<file path="src/design/chte_pkg.sv">
package chte_pkg;

  localparam int DefNumBuckets = 1024;
  localparam int DefNumNodes   = 1024;
  localparam int DefKeyBytes   = 8;
  localparam int DefValueBits  = 32;

  localparam logic [31:0] FnvPrime = 32'h0100_0193;
  localparam logic [31:0] FnvBasis = 32'd2166136261;

  // Operation codes.
  localparam logic [1:0] OpPut = 2'd0;
  localparam logic [1:0] OpGet = 2'd1;
  localparam logic [1:0] OpDel = 2'd2;

  // Status codes.
  localparam logic [1:0] StOk       = 2'd0;
  localparam logic [1:0] StNotFound = 2'd1;
  localparam logic [1:0] StFull     = 2'd2;

  typedef enum logic [3:0] {
    S_CLEAR, S_IDLE, S_HASH, S_HEAD_RD, S_HEAD_WT, S_NODE_RD, S_NODE_WT,
    S_CMP, S_ALLOC_RD, S_ALLOC_WT, S_ACT, S_OUT
  } chte_state_e;

  // Commands from the controller to the datapath.
  typedef struct packed {
    logic clear_step;
    logic load;
    logic hash_step;
    logic head_rd;
    logic node_rd;
    logic advance;
    logic alloc_rd;
    logic act;
    logic out_load;
  } chte_cmd_t;

  // Status from the datapath to the controller.
  typedef struct packed {
    logic clear_done;
    logic hash_done;
    logic cur_null;
    logic match;
    logic need_alloc;
  } chte_stat_t;

endpackage

</file>
<file path="src/design/chte_ctrl.sv">
module chte_ctrl
  import chte_pkg::*;
(
  input  logic       clk_i,
  input  logic       rst_ni,
  input  chte_stat_t stat_i,
  output chte_cmd_t  cmd_o,
  input  logic       in_valid,
  output logic       in_stall,
  output logic       out_valid,
  input  logic       out_stall
);

  chte_state_e state_q, state_d;
  logic        ov_q, ov_d;

  always_ff @(posedge clk_i or negedge rst_ni) begin
    if (!rst_ni) begin
      state_q <= S_CLEAR;
      ov_q    <= 1'b0;
    end else begin
      state_q <= state_d;
      ov_q    <= ov_d;
    end
  end

  assign out_valid = ov_q;
  assign in_stall  = (state_q != S_IDLE);

  // Next state and commands.
  always_comb begin
    state_d = state_q;
    cmd_o   = '0;
    ov_d    = ov_q && out_stall;
    unique case (state_q)
      S_CLEAR: begin
        cmd_o.clear_step = 1'b1;
        if (stat_i.clear_done) state_d = S_IDLE;
      end
      S_IDLE: begin
        if (in_valid) begin
          cmd_o.load = 1'b1;
          state_d    = S_HASH;
        end
      end
      S_HASH: begin
        if (stat_i.hash_done) state_d = S_HEAD_RD;
        else cmd_o.hash_step = 1'b1;
      end
      S_HEAD_RD: state_d = S_HEAD_WT;
      S_HEAD_WT: begin
        cmd_o.head_rd = 1'b1;
        state_d       = S_NODE_RD;
      end
      S_NODE_RD: begin
        if (stat_i.cur_null) state_d = S_ALLOC_RD;
        else state_d = S_NODE_WT;
      end
      S_NODE_WT: state_d = S_CMP;
      S_CMP: begin
        if (stat_i.match) state_d = S_ACT;
        else begin
          cmd_o.advance = 1'b1;
          state_d       = S_NODE_RD;
        end
      end
      S_ALLOC_RD: begin
        cmd_o.alloc_rd = stat_i.need_alloc;
        state_d        = S_ALLOC_WT;
      end
      S_ALLOC_WT: state_d = S_ACT;
      S_ACT: begin
        if (!ov_q || !out_stall) begin
          cmd_o.act      = 1'b1;
          cmd_o.out_load = 1'b1;
          ov_d           = 1'b1;
          state_d        = S_IDLE;
        end
      end
      default: state_d = S_IDLE;
    endcase
  end

endmodule

</file>
<file path="config.mk">
export PLATFORM = sky130hd
export DESIGN_NAME = chte_ctrl
export DESIGN_NICKNAME = d
export VERILOG_FILES = /design/src/design/chte_pkg.sv /design/src/design/chte_ctrl.sv
export SDC_FILE = /design/constraint.sdc
export NUM_CORES = 1
export LEC_CHECK = 0
export ABC_CLOCK_PERIOD_IN_PS = 1100
export BUFFER_PORTS_ARGS = -buffer_cell sky130_fd_sc_hd__buf_2
export CORE_AREA = 2 2 39 41
export DETAILED_ROUTE_END_ITERATION = 7
export DIE_AREA = 0 0 41 43
export MAX_ROUTING_LAYER = met4
export RECOVER_POWER = 25
export SYNTH_ARGS = -nofsm -noshare
export SYNTH_HDL_FRONTEND = slang
export SYNTH_SLANG_ARGS = --single-unit
</file>
<file path="constraint.sdc">
create_clock -name clk_i -period 1.1 [get_ports clk_i]
set_input_delay 0.11 -clock clk_i [delete_from_list [all_inputs] [get_ports clk_i]]
set_output_delay 0.11 -clock clk_i [all_outputs]
set_load 0.02 [all_outputs]
</file>
==> impl_metrics.json, run 1 <==
{
  "grt_pass1_wl_um": 2510,
  "coreArea_um2": 1380,
  "slew_viol_final": 0,
  "violations": "negative setup slack",
  "port_buffers": 18,
  "ys_seq_area_share_pct": 30.0,
  "cp_num_buf_inv": 2,
  "start_util_pct": 30.1,
  "grt_pass1_vias": 515,
  "cts_tree": "built",
  "final_cell_area_um2": 1030,
  "hold_viol_final": 0,
  "avgViaCountPerCell": 5.20,
  "numCtsBuffers": 3,
  "dr_total_vias": 562,
  "dr.pass1.iters": 4,
  "syn_area_um2": 417,
  "hold_path.class": "input pin to register",
  "worst_path_max_delay_cell": "dfrtp_2",
  "fin_skew_ns": 0.00204,
  "cpPeakStageDelay_ns": 0.41,
  "power_density_nw_per_um2": 3020,
  "clock_power_share_pct": 6.9,
  "p_leak_nw": 0.447,
  "clock-sinks": 5,
  "synth.area.top_cells": "dfrtp_1 30%, buf_2 4.8%, nand2_1 4.5%",
  "wl_per_cell_um": 16.4,
  "n_antenna_cell": 0,
  "ys_types": 28,
  "synth_edf_count": 0,
  "fin_ws_ns": -0.375,
  "setup_viol": 14,
  "crit_family": "simple AND/OR/NAND/NOR gates",
  "fin_nets": 102,
  "path_max_fanout": 5,
  "first_iter_violations": 5,
  "syn_inst": 51,
  "drc_errors": 0,
  "synth.avg_cell_area_um2": 8.17,
  "grt_max_degree": 8,
  "pin_count": 20,
  "die_height_um": 43,
  "syn-num-nets": 60,
  "status": "finished, violations left",
  "area_growth_pct": 147,
  "insertion_delay_ns": 0.24,
  "clkTransAtPathRegs_ns": 0.05,
  "p_comb_share_pct": 78.6,
  "die_w_um": 41,
  "place_area_um2": 687,
  "async_flop_share_pct": 100,
  "holdWs_ns": 0.207,
  "grt_overflow": 0,
  "drtAntennaViolNets": 0,
  "synth_top_flop_cell": "dfrtp_1",
  "required_ns": 0.99,
  "fp-row-count": 14,
  "timing.final.crit_share_pct": 134,
  "max_cap_viol_count": 0,
  "cts-root-buf": "clkbuf_4",
  "setup.worst_path.end_class": "primary output",
  "grtUsageTotal_pct": 22.4,
  "path_common_cell": "buf_6",
  "yosysTopAreaCell": "dfrtp_1",
  "antenna_found_initial": 0,
  "gp_congestion": 0.723,
  "synth.top_cell.area_share_pct": 30.0,
  "drive_above_1_share_pct": 76.1,
  "ys_ff_latch": 5,
  "ys_warn_count": 0,
  "fmax_ghz": 0.678,
  "hpwlAfterDp_um": 860,
  "htreeDepth": 1,
  "routed_wl_um": 1770,
  "rsz0062_at_grt": "true",
  "die-area_um2": 1760,
  "synth_commonest_cells": "5 x dfrtp_1, 5 x nand2_1, 4 x buf_2, 3 x nor2_1, 3 x nor4_1",
  "critPathLaunchType": "register",
  "switching_share_pct": 42.5,
  "crit_arrival_ns": 1.37,
  "min_period_ns": 1.48,
  "crit_chain": "buf_6 > nor3_4 > and3_4 > buf_6",
  "p_seq_share_pct": 14.4,
  "p_switching_mw": 1.32,
  "irDropWorstVdd_mv": 1.84,
  "clk_path_buf_depth": 2,
  "cell_internal_pwr_mw": 1.79,
  "crit_type": "register to primary output"
}
-- flip-flops by register name, summed over array words and instances, names as in the netlist --
| name | flops |
|---|---|
| out_valid | 1 |
| state_q | 4 |
-- cell usage in the layout (no fill, tap or decap), types with 2 or more instances in the layout --
cell type  instances
clkbuf_4           3
inv_1              2
nand4b_1           2
buf_6             23
clkbuf_1           2
nand2_1            4
nor4_4             2
nor2_4             2
nor4b_4            2
dfrtp_2            4
buf_2              8
buf_4              9
-- per-stage QoR --
step / std cells / util (%) / power (mW) / setup TNS [ns] / worst slack (ns)
2_1_floorplan: 51 / - / 1.36 / -0.367 / -0.0931
6_report: 108 / 74.3 / 3.11 / -3.91 / -0.375
3_5_place_dp: 90 / 49.6 / 1.82 / -1.67 / -0.230
3_3_place_gp: 90 / 49.6 / 1.82 / -1.60 / -0.234
5_1_grt: 108 / 74.3 / 3.24 / -4.36 / -0.412
4_1_cts: 108 / 71.1 / 2.81 / -3.48 / -0.334
-- final cells by class --
cell class                 instances  area (um2)
inverter                           2        7.51
multi-input combinational         38         444
clock buffer                       4        26.3
fill                              97         355
sequential                         5         130
tap                               16        20.0
timing repair buffer              43         400
-- repair_timing --
action                                  4_1_cts  5_1_grt
hold endpoints to repair                      5        0
buffers inserted                             13        1
endpoints found under the setup margin       13       14
pin swaps                                    10        7
cloned                                        0        0
gates resized for setup                      45        9
hold buffers                                  1        0
-- layer usage --
layer | part of all wire [%] | global-route usage [%] | vias to the layer above | wire length (um)
met5 | 0 | - | - | 0
met4 | 0 | 6.00 | 0 | 0
li1 | - | - | 273 | -
met3 | 2.0 | 3.14 | 0 | 36
met2 | 55 | 38.1 | 14 | 982
met1 | 42 | 26.1 | 275 | 751
-- worst paths after layout --
check	depth (start not counted)	from	slack [ns]	end
max reg2reg	4	state_q[1]	-0.33	state_q[1]
min in group asynchronous	2	rst_ni	0.24	state_q[3]
max	4	state_q[3]	-0.38	cmd_o[7]
min reg2reg	2	out_valid	0.65	out_valid
min	3	out_stall	0.21	out_valid
max in group asynchronous	2	rst_ni	0.64	state_q[1]
-- kinds of logic (layout without fill, tap and decap cells) --
kind of cell    Yosys count  count (layout)  synth area share [%]
other cells               1               1                 0.900
flops                     5               5                  30.0
simple gates             25              25                  39.3
buf+inv                   8              49                  10.2
compound gates           12              12                  19.5
-- power by group through the flow --
stage	sequential [mW]	combinational, mW	clock (mW)
after floorplan	0.384	0.973	0
after global routing	0.456	2.55	0.239
final	0.449	2.45	0.215
after CTS	0.428	2.16	0.215
after global placement	0.454	1.37	0
after detailed placement	0.451	1.37	0
-- worst reg2reg max path, stage by stage, from the launching register on --
cell	delay, ns
dfrtp_2	0.48
buf_6	0.16
or4b_4	0.50
o311ai_4	0.08
a21o_1	0.15
Note: power is estimated with default switching activity, not from simulation.
==> inputs of run 2 (changes only) <==
Settings changed: ABC_CLOCK_PERIOD_IN_PS 1100 to 1500.
Clock period 1.1 ns to 1.5 ns, I/O delays scaled along.
==> run 2 against run 1 <==
Net effect:
- the run now ends clean
- sequential share of layout area up 5.9 points
- combinational power is 59% lower
- die area unchanged
- sequential power fell by 24%
- register-to-register slack better by 0.33 ns
- worst setup slack better by 0.38 ns
- wire length fell by 30%
- non-clock buffer count decreased by 11
- first-iteration DRC count increased to 4.4 times the previous value
- cell area shrank 32%
- critical path depth increased by 1
- largest cell class unchanged
==> impl_metrics.json, run 2 (same netlist as run 1, synthesis figures left out) <==
{
  "status": "complete, no violations",
  "cpPeakStageDelay_ns": 0.50,
  "pin_count": 20,
  "cts-root-buf": "clkbuf_4",
  "drive_above_1_share_pct": 55.6,
  "p_leak_nw": 0.337,
  "start_util_pct": 30.1,
  "drtAntennaViolNets": 0,
  "grt_overflow": 0,
  "final-seq-area_um2": 130,
  "final_cell_mix": "13 x buf_4, 12 x buf_2, 5 x nand2_1",
  "area_growth_pct": 68.5,
  "multi_input_area_um2": 297,
  "die_w_um": 41,
  "min-delay-start": "out_stall",
  "cts_tree": "built",
  "critPathLaunch": "state_q[1]",
  "hold_viol_final": 0,
  "fill_cells": 133,
  "final_common_cell": "buf_4",
  "grt_pass1_wl_um": 1590,
  "hpwlAfterDp_um": 699,
  "worst_path_max_delay_cell": "dfrtp_2",
  "cp_num_buf_inv": 2,
  "crit_family": "compound AO/OA/AOI/OAI gates",
  "route.met2.wl_um": 647,
  "rsz0062_at_grt": "true",
  "p_switching_mw": 0.645,
  "timing.final.crit_share_pct": 99.9,
  "required_ns": 1.60,
  "wl_per_cell_um": 12.7,
  "fin_skew_ns": 0.00353,
  "power_density_nw_per_um2": 2110,
  "clock_power_share_pct": 10.1,
  "fp-row-count": 14,
  "place_area_um2": 514,
  "clkTransAtPathRegs_ns": 0.04,
  "min_period_ns": 1.50,
  "top_layer": "met4",
  "path_max_fanout": 9,
  "crit_arrival_ns": 1.60,
  "n_antenna_cell": 0,
  "htreeDepth": 1,
  "grt_max_degree": 18,
  "grtUsageTotal_pct": 13.1,
  "antenna_found_initial": 0,
  "avgViaCountPerCell": 5.25,
  "p_seq_share_pct": 22.8,
  "path_common_cell": "o31ai_1",
  "largest_reg_flops": 4,
  "max_cap_viol_count": 0,
  "numCtsBuffers": 3,
  "dr_total_vias": 509,
  "die_height_um": 43,
  "setup_tns_ns": 0,
  "crit_chain": "buf_6 > buf_4 > o21a_1 > o31ai_1 > o31ai_1",
  "setup_viol": 0,
  "clock-sinks": 5,
  "drc_errors": 0,
  "dr.pass1.iters": 2,
  "port_buffers": 18,
  "clk_path_buf_depth": 2,
  "crit_type": "register to register",
  "routed-wl-met3_um": 25,
  "insertion_delay_ns": 0.23,
  "irDropWorstVdd_mv": 0.677,
  "wirelength_met1_um": 548,
  "hold_path.class": "input pin to register",
  "switching_share_pct": 43.5,
  "final_cell_area_um2": 702,
  "top_register": "state_q",
  "die-area_um2": 1760,
  "critPathLaunchType": "register",
  "cell_internal_pwr_mw": 0.837,
  "slew_viol_final": 0,
  "gp_congestion": 0.822,
  "routed_wl_um": 1240,
  "p_comb_share_pct": 67.1,
  "coreArea_um2": 1380,
  "fin_nets": 91,
  "setup.worst_path.end_class": "register",
  "first_iter_violations": 22,
  "grt_pass1_vias": 412,
  "timing.rr.start": "state_q[1]",
  "fmax_ghz": 0.667
}
## run 2: cell type report
cell class                 count  area share (%)
clock buffer                   4            3.74
inverter                       2            1.07
multi-input combinational     38            42.2
sequential                     5            18.5
tap                           16            2.85
timing repair buffer          32            31.6
## run 2: repair_timing
item	in CTS	in global routing
hold endpoints to repair	5	0
setup buffers	1	9
gates resized for setup	5	15
pin swaps	0	1
setup endpoints to repair	7	8
hold buffers	1	0
## run 2: layer usage
layer,track usage [%],vias to the layer above
li1,-,252
met1,16.8,247
met2,19.7,8
met3,1.57,2
met4,6.00,0
met5,-,-
## run 2: power groups by stage
stage | clock network [mW] | logic, mW | registers, mW
after floorplan | 0 | 0.522 | 0.255
after global placement | 0 | 0.617 | 0.333
after detailed placement | 0 | 0.620 | 0.336
after CTS | 0.154 | 0.670 | 0.342
after global routing | 0.162 | 1.07 | 0.345
final | 0.149 | 0.995 | 0.339
## run 2: worst paths after layout
path	slack [ns]	endpoint	depth (start not counted)
max reg2reg	0.001	state_q[0]	5
min	0.20	out_valid	3
min reg2reg	0.56	out_valid	2
max in group asynchronous	1.00	state_q[2]	2
max	0.001	state_q[0]	5
min in group asynchronous	0.28	state_q[3]	2
## run 2: worst min-delay path: stages
cell and delay [ns]:
buf_2 0.09, nand2_1 0.08, nand2_1 0.07
## run 2: per-stage QoR
stage | hold slack, ns | power (mW) | utilization [%] | setup WS [ns] | cells
after floorplan | -0.146 | 0.777 | - | -0.0319 | 51
after global placement | -0.0337 | 0.950 | 37.2 | 0.124 | 82
after detailed placement | -0.0347 | 0.956 | 37.2 | 0.106 | 82
after CTS | 0.182 | 1.17 | 41.1 | -0.0166 | 88
after global routing | 0.221 | 1.58 | 50.7 | -0.0295 | 97
final | 0.196 | 1.48 | 50.7 | 0.00140 | 97
